<file path="config.mk">
export PLATFORM = sky130hd
export DESIGN_NAME = sorted_set_insert_core
export DESIGN_NICKNAME = d
export VERILOG_FILES = /design/src/rtl/ssi_pkg.sv /design/src/rtl/sorted_set_insert_core.sv /design/src/rtl/ssi_cell.sv
export SDC_FILE = /design/constraint.sdc
export NUM_CORES = 2
export LEC_CHECK = 0
export BUFFER_PORTS_ARGS = -buffer_cell sky130_fd_sc_hd__buf_2
export CAP_MARGIN = 20
export CORE_MARGIN = 2
export CORE_UTILIZATION = 40
export DETAILED_ROUTE_END_ITERATION = 16
export PLACE_DENSITY = 0.63
export SKIP_LAST_GASP = 1
export SYNTH_ARGS = -nofsm -noshare
export SYNTH_HDL_FRONTEND = slang
export SYNTH_HIERARCHICAL = 1
export SYNTH_SLANG_ARGS = --single-unit
</file>
<file path="constraint.sdc">
create_clock -name clk -period 20.2 [get_ports clk]
set_input_delay 4.04 -clock clk [delete_from_list [all_inputs] [get_ports clk]]
set_output_delay 4.04 -clock clk [all_outputs]
set_load 0.05 [all_outputs]
</file>
<file path="src/rtl/ssi_pkg.sv">
// Shared types and constants for the sorted set insert core.
`default_nettype none

package ssi_pkg;

  // Number of cells in the chain, and the width of a count from 0 to CAPACITY
  localparam int CAPACITY = 16;
  localparam int CNT_W    = $clog2(CAPACITY + 1);

  // Result status codes
  typedef enum logic [2:0] {
    STAT_INSERTED  = 3'd0,
    STAT_DUPLICATE = 3'd1,
    STAT_FULL      = 3'd2,
    STAT_ELEMENT   = 3'd3,
    STAT_EMPTY     = 3'd4
  } status_t;

  // Sequencer states
  typedef enum logic {
    FSM_IDLE,
    FSM_READ
  } fsm_t;

  // Operation broadcast to every cell
  typedef enum logic [1:0] {
    OP_HOLD,
    OP_INSERT,
    OP_ROTATE
  } cell_op_t;

  // Broadcast control word for the chain
  typedef struct packed {
    cell_op_t           op;
    logic signed [31:0] value;
  } cell_ctl_t;

endpackage

`default_nettype wire

</file>
<file path="src/rtl/sorted_set_insert_core.sv">
// Top level of the sorted set insert core: cell chain, sequencer and result register.
//
//  channel | direction | accepted when          | payload
//  in_     | slave     | in_tvalid & in_tready  | tuser: cmd, tdata: value
//  out_    | master    | out_tvalid & out_tready| tuser: status, tdata: element,
//          |           |                        | occupancy, tlast: last
//
// In an insert the whole chain compares and shifts at the accepting edge,
// and its result word sits in the output register from the next cycle.
// In a read out of n values the chain rotates one cell per cycle while the output is free,
// toward cell 0, which feeds the output register; no input word is taken meanwhile.
// Reset clears the stored count and the sequencer; cell contents need no clearing.
// A stalled output holds its word, and the chain and the input wait with it.
`default_nettype none

module sorted_set_insert_core (
  input  wire         clk,
  input  wire         rst_n,
  input  wire         in_tvalid,
  output logic        in_tready,
  input  wire  [31:0] in_tdata,   // [31:0] value
  input  wire  [0:0]  in_tuser,   // [0] cmd
  output logic        out_tvalid,
  input  wire         out_tready,
  output logic [39:0] out_tdata,  // [31:0] element, [36:32] occupancy, [39:37] zero
  output logic [2:0]  out_tuser,  // [2:0] status
  output logic        out_tlast
);
  import ssi_pkg::*;

  fsm_t                state_r, state_nxt;
  logic [CNT_W-1:0]    count_r, count_nxt;
  logic [CNT_W-1:0]    rd_idx_r, rd_idx_nxt;
  logic                out_valid_r, out_valid_nxt;
  status_t             out_status_r, out_status_nxt;
  logic signed [31:0]  out_element_r, out_element_nxt;
  logic                out_last_r, out_last_nxt;
  logic [CNT_W-1:0]    out_occ_r, out_occ_nxt;

  cell_ctl_t           ctl;
  logic                out_free;
  logic                in_fire;
  logic                dup;
  logic                full;

  logic signed [31:0]  cell_entry [CAPACITY];
  logic [CAPACITY-1:0] cell_below;
  logic [CAPACITY-1:0] cell_match;

  assign out_free  = !out_valid_r || out_tready;
  assign in_tready = (state_r == FSM_IDLE) && out_free;
  assign in_fire   = in_tvalid && in_tready;
  assign dup       = |cell_match;
  assign full      = (count_r == CNT_W'(CAPACITY));

  // Build the chain
  genvar g;
  generate
    for (g = 0; g < CAPACITY; g++) begin : g_cell
      logic               prev_below;
      logic signed [31:0] prev_entry;
      logic signed [31:0] next_entry;

      if (g == 0) begin : g_first
        assign prev_below = 1'b1;
        assign prev_entry = ctl.value;
      end else begin : g_inner
        assign prev_below = cell_below[g-1];
        assign prev_entry = cell_entry[g-1];
      end

      if (g == CAPACITY - 1) begin : g_end
        assign next_entry = cell_entry[0];
      end else begin : g_mid
        assign next_entry = cell_entry[g+1];
      end

      ssi_cell u_cell (
        .clk        (clk),
        .ctl        (ctl),
        .valid      (CNT_W'(g) < count_r),
        .tail       ((CNT_W'(g) + CNT_W'(1)) == count_r),
        .prev_below (prev_below),
        .prev_entry (prev_entry),
        .next_entry (next_entry),
        .head_entry (cell_entry[0]),
        .entry      (cell_entry[g]),
        .below      (cell_below[g]),
        .match      (cell_match[g])
      );
    end
  endgenerate

  // Sequencer, chain control and result word
  always_comb begin
    state_nxt       = state_r;
    count_nxt       = count_r;
    rd_idx_nxt      = rd_idx_r;
    out_valid_nxt   = out_valid_r && !out_tready;
    out_status_nxt  = out_status_r;
    out_element_nxt = out_element_r;
    out_last_nxt    = out_last_r;
    out_occ_nxt     = out_occ_r;
    ctl.op          = OP_HOLD;
    ctl.value       = $signed(in_tdata);

    unique case (state_r)
      FSM_IDLE: begin
        if (in_fire) begin
          if (in_tuser[0]) begin
            if (count_r == '0) begin
              out_valid_nxt   = 1'b1;
              out_status_nxt  = STAT_EMPTY;
              out_element_nxt = '0;
              out_last_nxt    = 1'b1;
              out_occ_nxt     = count_r;
            end else begin
              state_nxt  = FSM_READ;
              rd_idx_nxt = '0;
            end
          end else begin
            out_valid_nxt   = 1'b1;
            out_element_nxt = '0;
            out_last_nxt    = 1'b1;
            priority if (dup) begin
              out_status_nxt = STAT_DUPLICATE;
              out_occ_nxt    = count_r;
            end else if (full) begin
              out_status_nxt = STAT_FULL;
              out_occ_nxt    = count_r;
            end else begin
              ctl.op         = OP_INSERT;
              count_nxt      = count_r + CNT_W'(1);
              out_status_nxt = STAT_INSERTED;
              out_occ_nxt    = count_r + CNT_W'(1);
            end
          end
        end
      end
      FSM_READ: begin
        if (out_free) begin
          ctl.op          = OP_ROTATE;
          out_valid_nxt   = 1'b1;
          out_status_nxt  = STAT_ELEMENT;
          out_element_nxt = cell_entry[0];
          out_last_nxt    = (rd_idx_r + CNT_W'(1)) == count_r;
          out_occ_nxt     = count_r;
          rd_idx_nxt      = rd_idx_r + CNT_W'(1);
          if ((rd_idx_r + CNT_W'(1)) == count_r) begin
            state_nxt = FSM_IDLE;
          end
        end
      end
      default: begin
        state_nxt = FSM_IDLE;
      end
    endcase
  end

  always_ff @(posedge clk) begin
    if (!rst_n) begin
      state_r     <= FSM_IDLE;
      count_r     <= '0;
      rd_idx_r    <= '0;
      out_valid_r <= 1'b0;
    end else begin
      state_r     <= state_nxt;
      count_r     <= count_nxt;
      rd_idx_r    <= rd_idx_nxt;
      out_valid_r <= out_valid_nxt;
    end
  end

  always_ff @(posedge clk) begin
    out_status_r  <= out_status_nxt;
    out_element_r <= out_element_nxt;
    out_last_r    <= out_last_nxt;
    out_occ_r     <= out_occ_nxt;
  end

  assign out_tvalid = out_valid_r;
  assign out_tuser  = out_status_r;
  assign out_tlast  = out_last_r;
  assign out_tdata  = {{(40 - 32 - CNT_W){1'b0}}, out_occ_r, out_element_r};

  // Ordering check over the occupied cells
  logic chain_sorted;
  always_comb begin
    chain_sorted = 1'b1;
    for (int k = 0; k < CAPACITY - 1; k++) begin
      if ((CNT_W'(k + 1) < count_r) && (cell_entry[k] >= cell_entry[k+1])) begin
        chain_sorted = 1'b0;
      end
    end
  end

  // Count never passes the number of cells
  a_count_bound: assert property (@(posedge clk) disable iff (!rst_n)
    count_r <= CNT_W'(CAPACITY))
    else $error("stored count above capacity");

  // Occupied cells stay strictly ascending between read outs
  a_sorted: assert property (@(posedge clk) disable iff (!rst_n)
    (state_r == FSM_IDLE) |-> chain_sorted)
    else $error("chain out of order");

  // A new value grows the count by one
  a_insert_count: assert property (@(posedge clk) disable iff (!rst_n)
    (in_fire && !in_tuser[0] && !dup && !full) |=> (count_r == $past(count_r) + CNT_W'(1)))
    else $error("insert did not grow count");

  // Read index stays below the count during read out
  a_read_idx: assert property (@(posedge clk) disable iff (!rst_n)
    (state_r == FSM_READ) |-> (rd_idx_r < count_r))
    else $error("read index past stored count");

endmodule

`default_nettype wire

</file>
<file path="src/rtl/ssi_cell.sv">
// One storage cell of the sorted chain: compare, shift on insert, rotate on read.
`default_nettype none

module ssi_cell (
  input  wire                      clk,
  input  ssi_pkg::cell_ctl_t       ctl,
  input  wire                      valid,       // cell index below stored count
  input  wire                      tail,        // cell index equals stored count minus one
  input  wire                      prev_below,  // lower neighbor holds a smaller value
  input  wire  signed [31:0]       prev_entry,
  input  wire  signed [31:0]       next_entry,
  input  wire  signed [31:0]       head_entry,
  output logic signed [31:0]       entry,
  output logic                     below,
  output logic                     match
);
  import ssi_pkg::*;

  logic signed [31:0] entry_r;
  logic signed [31:0] entry_nxt;

  // Compare own entry with the broadcast value
  assign below = valid && (entry_r < ctl.value);
  assign match = valid && (entry_r == ctl.value);
  assign entry = entry_r;

  // Keep, take the new value, or take the neighbor's entry
  always_comb begin
    entry_nxt = entry_r;
    unique case (ctl.op)
      OP_INSERT: begin
        if (!below) begin
          entry_nxt = prev_below ? ctl.value : prev_entry;
        end
      end
      OP_ROTATE: begin
        entry_nxt = tail ? head_entry : next_entry;
      end
      default: begin
        entry_nxt = entry_r;
      end
    endcase
  end

  always_ff @(posedge clk) begin
    entry_r <= entry_nxt;
  end

endmodule

`default_nettype wire

</file>
==> summary.txt <==
Floorplanning
  – Io pins: 83
  – # rows: 127
  – Starting Density: 0.4025
  – Core area: 0.1197 mm^2
  – Chip width: 351.0 um
  – Die height: 351.0 um
  – Area of the die: 0.1232 mm^2

Routing
  – DRT iter0 DRCs: 3,926
  – Post-Route WL: 167.6 mm
  – Pre-antenna DRT Iters: 6
  – Via count: 40,754
  – Vias per cell: 6.048
  – Remaining DRCs: 0
  – Final ANT Viol Nets: 0
  – WL/cell: 24.87 um

Critical path
  – Data arrival, critical path: 10.09 ns
  – CP Capture Type: register
  – Kind of cell adding the most delay to the critical path: simple AND/OR/NAND/NOR gates
  – Crit-path cells: buf_2, buf_4, inv_1, ha_1, nand4_1, nor4_1, nand2_1, nor2_1, nor4_2, nand4_2, nor3_2, buf_4, buf_4, nor2b_4, buf_4, nor2_1, a211oi_4, buf_4
  – RR Endpoint: g_cell[13].u_cell/entry[11]
  – Crit Path Max Fanout: 34
  – Reg-to-Reg Start: count_r[4]
  – CP startpoint kind: primary input
  – Worst Path Required: 20.48 ns
  – Most used cell, CP: buf_4
  – Worst Setup Path Type: in2reg
  – CP max stage cell: nor4_1
  – FF-to-FF path depth: 17
  – Worst path max stage delay: 0.94 ns
  – Levels on crit path: 18
  – Worst R2R Setup Slack: 13.66 ns
  – Worst setup path endpoint: g_cell[13].u_cell/entry[11]
  – Worst Path Buf+Inv: 7
  – Worst Setup SP: in_tdata[27]

Finish
  – Layout cells sized above 1: 0.09407
  – # nets final: 5,621
  – Area grow syn2layout: 11.02%

Pwr
  – Pwr/cell area: 66.89 mW/mm^2
  – Leakage power: 20.46 nW
  – Tot Pwr: 3.577 mW
  – Maximum vdd drop: 0.05937 mV

Timing
  – Max_slew headroom: 0.2690
  – Final Cycle Share: 0.4857
  – Setup TNS: 0 ns
  – Clk_skew: 0.03355 ns
  – Slew Viols, Final: 0
  – Final setup vio count: 0
  – Crit path time final: 9.811 ns
  – Actual slew at the worst max-slew pin: 1.086 ns
  – RSZ-0062 raised after global routing: no
  – Max Fclk: 101.9 MHz
  – Final Hold Viols: 0

Place
  – Final GP Congestion: 0.9000
  – HPWL Detailed: 114.5 mm
  – Buffers on Ports: 79

Global route
  – Vias in the first global route: 39,562
  – GRT overflow: 0
  – Largest net degree at the start of global routing: 67
  – Initial antenna violation count: 7
  – GRT Total Usage: 0.2660
  – First-pass GRT wire length: 247.8 mm

Clock tree
  – Worst-Skew Late Latency: 0.64 ns
  – Total clock sinks: 565
  – Setup bufs post-CTS: 0
  – H-Tree Depth: 3
  – Clock Tree Buf Depth: 3
  – # resized after CTS: 0
  – CTS tree: yes
  – Root Driver: clkbuf_16
  – Clock transition at path regs: 0.06 ns
  – Post-CTS Hold Buffers: 0
  – TritonCTS Buffers: 71

Synthesis
  – Synth warn: 6
  – Syn Inst Count: 5,091
  – Post-synthesis average cell area: 9.460 um^2
  – Syn Std Cell Area: 0.04816 mm^2

Job
  – Max_cap viols: 0

Status
  – Status: completed

Hold path
  – Hold Path Class: reg2reg
## state kept, by name, indices dropped and copies added, names as in the netlist
| signal | flops |
|---|---|
| g_cell.u_cell/entry | 512 |
| rd_idx_r | 5 |
| count_r | 5 |
| out_element_r | 32 |
| out_tuser | 3 |
| out_occ_r | 5 |
| out_tlast | 1 |
| out_tvalid | 1 |
| state_r | 1 |
## placed cells by master, fill, tap and decap left out, drive strengths merged, types with 90 or more instances in the layout
master,instances
a21oi,713
a211oi,560
edfxtp,553
nor2b,546
mux2i,527
inv,521
ha,516
nand2,227
buf,206
nor2,152
clkbuf,90
## final cells by class
| type | instances | area, um^2 |
|---|---|---|
| Fill cell | 11436 | 66190 |
| Multi-Input combinational cell | 3702 | 28760 |
| Timing Repair Buffer | 206 | 1481 |
| Sequential cell | 565 | 16850 |
| Clock inverter | 39 | 431.7 |
| Clock buffer | 90 | 1964 |
| Antenna cell | 2 | 5.005 |
| Tap cell | 1612 | 2017 |
| Inverter | 522 | 1959 |
## worst min-delay path by stage
stage	start	depth (start not counted)	slack (ns)	end
after floorplan	rd_idx_r[4]	1	0.45	rd_idx_r[4]
final	rd_idx_r[4]	1	0.51	rd_idx_r[4]
after global routing	rd_idx_r[4]	1	0.53	rd_idx_r[4]
after CTS	rd_idx_r[4]	1	0.51	rd_idx_r[4]
after global placement	rd_idx_r[4]	1	0.47	rd_idx_r[4]
after detailed placement	rd_idx_r[3]	1	0.50	rd_idx_r[3]
## metrics by stage
stage,hold WS (ns),utilization,instance area (um^2),std cells,worst slack (ns)
detailed placement,0.4980,0.4268,51070,6607,10.01
floorplan,0.4483,-,48170,5093,9.267
global placement,0.4728,0.4252,50870,6599,10.15
finish,0.5070,0.4468,53470,6738,10.39
CTS,0.5051,0.4468,53460,6736,10.67
global route,0.5256,0.4468,53460,6736,10.33
## where the power goes
group | total [mW] | internal, mW | leakage (nW) | switching [mW]
logic | 0.739 | 0.259 | 14.0 | 0.480
clock network | 1.35 | 0.803 | 1.17 | 0.545
registers | 1.49 | 1.40 | 5.29 | 0.0846
## per-layer routing
layer  vias to the layer above  global-route usage  share of wire
met5                         -                   0        0.00013
met3                       463             0.04712          0.080
met4                         4              0.1126          0.045
li1                      18783                   -              -
met2                      1664              0.4468           0.47
met1                     19840              0.3354           0.40
No activity file was read; power rests on OpenSTA's default activity.
